===== src/stwm_pkg.sv =====
// stwm_pkg: types, codes and descriptor helpers for the stage-1 table walk map unit.
// No dependencies; imported by stwm_front, stwm_back and the top level.
`timescale 1ns / 1ps
package stwm_pkg;

   localparam int ENTRIES_PER_TABLE = 512;
   localparam int IDX_W = 9;
   localparam int VA_W = 27;
   localparam int PAGE_W = 36;
   localparam int DESC_W = 64;

   localparam logic [2:0] MODE_MAP = 3'd0;
   localparam logic [2:0] MODE_MAP_VEC = 3'd1;
   localparam logic [2:0] MODE_LOOKUP = 3'd2;
   localparam logic [2:0] MODE_PROTECT = 3'd3;
   localparam logic [2:0] MODE_UNMAP = 3'd4;

   localparam logic [1:0] ST_DONE = 2'd0;
   localparam logic [1:0] ST_POOL_EMPTY = 2'd1;
   localparam logic [1:0] ST_NOT_MAPPED = 2'd2;

   localparam logic [1:0] CSR_TABLE_BASE = 2'd0;
   localparam logic [1:0] CSR_ATTR_INDEX = 2'd1;

   localparam logic [63:0] ADDR_FIELD = 64'h0000_FFFF_FFFF_F000;

   typedef struct packed {
      logic [2:0]        mode;
      logic [VA_W-1:0]   va_page;
      logic [PAGE_W-1:0] ipa_page;
      logic [2:0]        prot;
   } item_type;

   typedef struct packed {
      logic [PAGE_W-1:0] table_base;
      logic [2:0]        attr_index;
   } cfg_type;

   function automatic logic [63:0] common_attrs(input logic [2:0] attr);
      common_attrs = 64'h0000_0000_0000_0700 | {59'd0, attr, 2'b00};
   endfunction

   function automatic logic [63:0] prot_attrs(input logic [2:0] attr, input logic [2:0] prot);
      logic [63:0] a;
      a = common_attrs(attr);
      a[53] = 1'b1;
      a[6] = |prot;
      a[7] = ~prot[1];
      a[54] = ~prot[2];
      prot_attrs = a;
   endfunction

endpackage


===== src/stwm_front.sv =====
// stwm_front: accepts items and holds them in a two-entry queue for the walk engine.
// Depends on stwm_pkg.
`timescale 1ns / 1ps
module stwm_front (
   input  logic               clock,
   input  logic               reset,
   input  logic               push,
   input  stwm_pkg::item_type push_item,
   input  logic               pop,
   output logic               full,
   output logic               not_empty,
   output stwm_pkg::item_type head_item
);
   import stwm_pkg::*;

   item_type   slot_ff [2];
   logic       wr_ptr_ff, wr_ptr_in;
   logic       rd_ptr_ff, rd_ptr_in;
   logic [1:0] count_ff, count_in;

   assign full = (count_ff == 2'd2);
   assign not_empty = (count_ff != 2'd0);
   assign head_item = slot_ff[rd_ptr_ff];

   always_comb begin
      wr_ptr_in = wr_ptr_ff ^ push;
      rd_ptr_in = rd_ptr_ff ^ pop;
      count_in = count_ff + {1'b0, push} - {1'b0, pop};
   end

   always_ff @(posedge clock) begin
      if (reset) begin
         wr_ptr_ff <= 1'b0;
         rd_ptr_ff <= 1'b0;
         count_ff <= 2'd0;
      end else begin
         wr_ptr_ff <= wr_ptr_in;
         rd_ptr_ff <= rd_ptr_in;
         count_ff <= count_in;
      end
   end

   always_ff @(posedge clock) begin
      if (push) begin
         slot_ff[wr_ptr_ff] <= push_item;
      end
   end

endmodule


===== config.mk =====
export PLATFORM = sky130hd
export DESIGN_NAME = stwm_front
export DESIGN_NICKNAME = d
export VERILOG_FILES = /design/src/stwm_pkg.sv /design/src/stwm_front.sv
export SDC_FILE = /design/constraint.sdc
export NUM_CORES = 1
export LEC_CHECK = 0
export ABC_AREA = 1
export BUFFER_PORTS_ARGS = -buffer_cell sky130_fd_sc_hd__buf_2
export CAP_MARGIN = 10
export CORE_MARGIN = 2
export CORE_UTILIZATION = 35
export CTS_BUF_LIST = sky130_fd_sc_hd__clkbuf_2 sky130_fd_sc_hd__clkbuf_4 sky130_fd_sc_hd__clkbuf_8
export DETAILED_ROUTE_END_ITERATION = 10
export PLACE_DENSITY = 0.58
export SLEW_MARGIN = 0
export SYNTH_ARGS = -nofsm -noshare
export SYNTH_HDL_FRONTEND = slang
export SYNTH_SLANG_ARGS = --single-unit

===== constraint.sdc =====
create_clock -name clock -period 7.4 [get_ports clock]
set_input_delay 0 -clock clock [delete_from_list [all_inputs] [get_ports clock]]
set_output_delay 0 -clock clock [all_outputs]
set_load 0.01 [all_outputs]

==> results.md <==
* Antenna Cells at 0
* Clock period minus final worst setup slack at 2.44 ns
* Die width at 130 um
* Max stage delay on crit path at 0.81 ns
* Max transition margin at 31.9%
* Syn Nets at 319
* Post-DRT Antenna Nets at 0
* CP arrival at 2.44 ns
* Clock sink count at 142
* Placed cell area at 6400 um^2
* Mean Syn Cell Area at 22.9 um^2
* Initial antenna violation count at 0
* Sequential-to-total area share from yosys stat at 76.2%
* Worst vdd ir at 130 uV
* Setup crit start: rd_ptr_ff$_SDFF_PP0_
* WL/cell at 14.6 um
* Element type at the critical path end: output pin
* Max clock buf depth at 2
* Delay-heaviest family, CP: flip-flops
* Post-route cell area at 7560 um^2
* Initial core utilization at 36.2%
* Max-slew violations at 0
* Worst setup SP type: flop
* Setup violations, final at 0
* H-Tree Depth at 4
* Cell Chain, Critical Path: buf_4, mux2_4, buf_2
* PnR worst setup slack at 4.96 ns
* Layout area overhead at 36.5%
* Clock-pin transition on the worst setup and hold timing paths at 0.07 ns
* Largest net degree at the start of global routing at 70
* Die height at 130 um
* Global-route usage over all layers at 12.4%
* Levels on crit path at 3
* Post-synthesis cell area at 5540 um^2
* Worst-path fanout max at 36
* Reg area at 4230 um^2
* Layout cells sized above 1 at 51.5%
* CP Class: flop to output pin
* Seq cells post-synth at 142
* Commonest non-fill, non-tap cell in the layout: buf_2
* Site Rows at 45
* CTS Root Cell: clkbuf_8
* Commonest non-fill, non-tap cells in the layout: buf_2 (143), edfxtp_1 (138), dlygate4sd3_1 (72)
* Final Hold Vio Count at 0
* Fin nets at 546
* Critical path capture point: head_item[26]
* Post-route setup TNS at 0 ns
* Crit path buf inv count at 2
* Multi-input gate area at 1160 um^2
* R2r setup slk at 5.01 ns
* First-pass GRT wire length at 15.3 mm
* Post-CTS resize count at 0
* Pleak at 3.02 nW
* Place WS at 5.37 ns
* Buffers added on ports at 143
* PD cells at 248 nW/um^2
* Warnings from Yosys at 0
* Worst reg2reg startpoint: rd_ptr_ff$_SDFF_PP0_
* Drt total wl at 10.1 mm
* Measured slew at the worst slew-check pin at 1.02 ns
* R2R depth at 4
* Fmax at 410 MHz
* RSZ-0062 raised after global routing: no
* Worst path slowest cell: dfxtp_4
* TritonCTS buffer count at 17
* Cells after synthesis at 242
* Setup Skew at 0.00653 ns
* Synth cell types at 12
* DR pass1 iterations at 4
* Final period util at 33.0%
* HP Class: input port to flop
* CTS tree: done
* CP required at 7.40 ns
* Vias in the first global route at 3150
* Core box area at 15300 um^2
* Vias after detailed routing at 2901
* # IOs at 144
* GPL Wtd Cong at 0.685
* Avg Vias per Cell at 4.19
* MaxCap Viol Count at 0
* DRT iter0 DRCs at 96
* Fillers at 1341
* Status: finished, final reports clean
* Post-layout util at 49.4%
* GRT overflow at 0
* Worst R2R End: rd_ptr_ff$_SDFF_PP0_
* Die area at 16900 um^2
* Hold Slack at 0.0428 ns
* Clock latency on the worst-skew pair at 0.44 ns
* Residual DRC at 0
## sequential cells by signal, indices dropped and copies added, names as in the netlist
signal	cells
slot_ff	138
wr_ptr_ff	1
rd_ptr_ff	1
count_ff	2
## worst min-delay path by stage
| stage | from | to | cells after the start |
|---|---|---|---|
| finish | pop | count_ff[1]$_SDFF_PP0_ | 4 |
| detailed placement | push_item[65] | slot_ff[0][65]$_DFFE_PP_ | 1 |
| CTS | pop | count_ff[1]$_SDFF_PP0_ | 4 |
| floorplan | reset | wr_ptr_ff$_SDFF_PP0_ | 1 |
| global route | pop | count_ff[1]$_SDFF_PP0_ | 4 |
| global placement | push_item[15] | slot_ff[0][15]$_DFFE_PP_ | 1 |
## cell families after synthesis
group,synth area share [%]
xor+xnor,0.158
fa+ha+maj,0.903
flops,76.2
simple gates,0.700
mux,18.7
buf+inv,3.21
compound gates,0.0902
## cell usage after synthesis (all sizes together)
| cell | number | area share (%) |
|---|---|---|
| edfxtp | 138 | 75 |
| inv | 7 | 0.47 |
| dfxtp | 4 | 1.4 |
| a21oi | 1 | 0.090 |
| nand3 | 1 | 0.090 |
| nand2 | 4 | 0.27 |
| mux2 | 69 | 19 |
| xnor2 | 1 | 0.16 |
| buf | 8 | 2.7 |
| ha | 4 | 0.90 |
| nor2 | 5 | 0.34 |
## worst reg2reg max path: stages (launching register included)
cell	delay [ns]
dfxtp_4	0.81
buf_4	0.65
xnor2_1	0.23
nor2_1	0.05
dlygate4sd3_1	0.54
## metrics by stage
stage / cells / power [mW]
detailed placement: 589 / 1.20
CTS: 693 / 1.90
global route: 693 / 1.96
finish: 693 / 1.87
global placement: 589 / 1.20
floorplan: 242 / 1.13
## power breakdown
group	leakage, nW	switching [mW]	total (mW)	internal, mW
Sequential	1.33	0.0227	0.961	0.938
Clock	0.212	0.281	0.666	0.385
Combinational	1.47	0.105	0.246	0.140
Total	3.02	0.409	1.87	1.46
## layout make-up
type | count | area share (%)
tap | 211 | 3.49
timing repair buffer | 216 | 19.1
clock inverter | 11 | 2.18
sequential | 142 | 55.9
inverter | 7 | 0.348
clock buffer | 21 | 3.57
multi-input combinational | 85 | 15.4
## metal layers
layer,track usage [%],vias up,wire [um]
li1,-,1399,-
met1,14.3,1382,4240
met2,20.3,103,4970
met3,4.59,17,697
met4,6.14,0,209
met5,0,-,0
## repair_timing
item | 4_1_cts | 5_1_grt
endpoints found under the hold margin | 142 | 0
hold buffers | 72 | 0
buffers inserted | 0 | 0
setup endpoints to repair | 0 | 0
No activity file was read; power rests on OpenSTA's default activity.
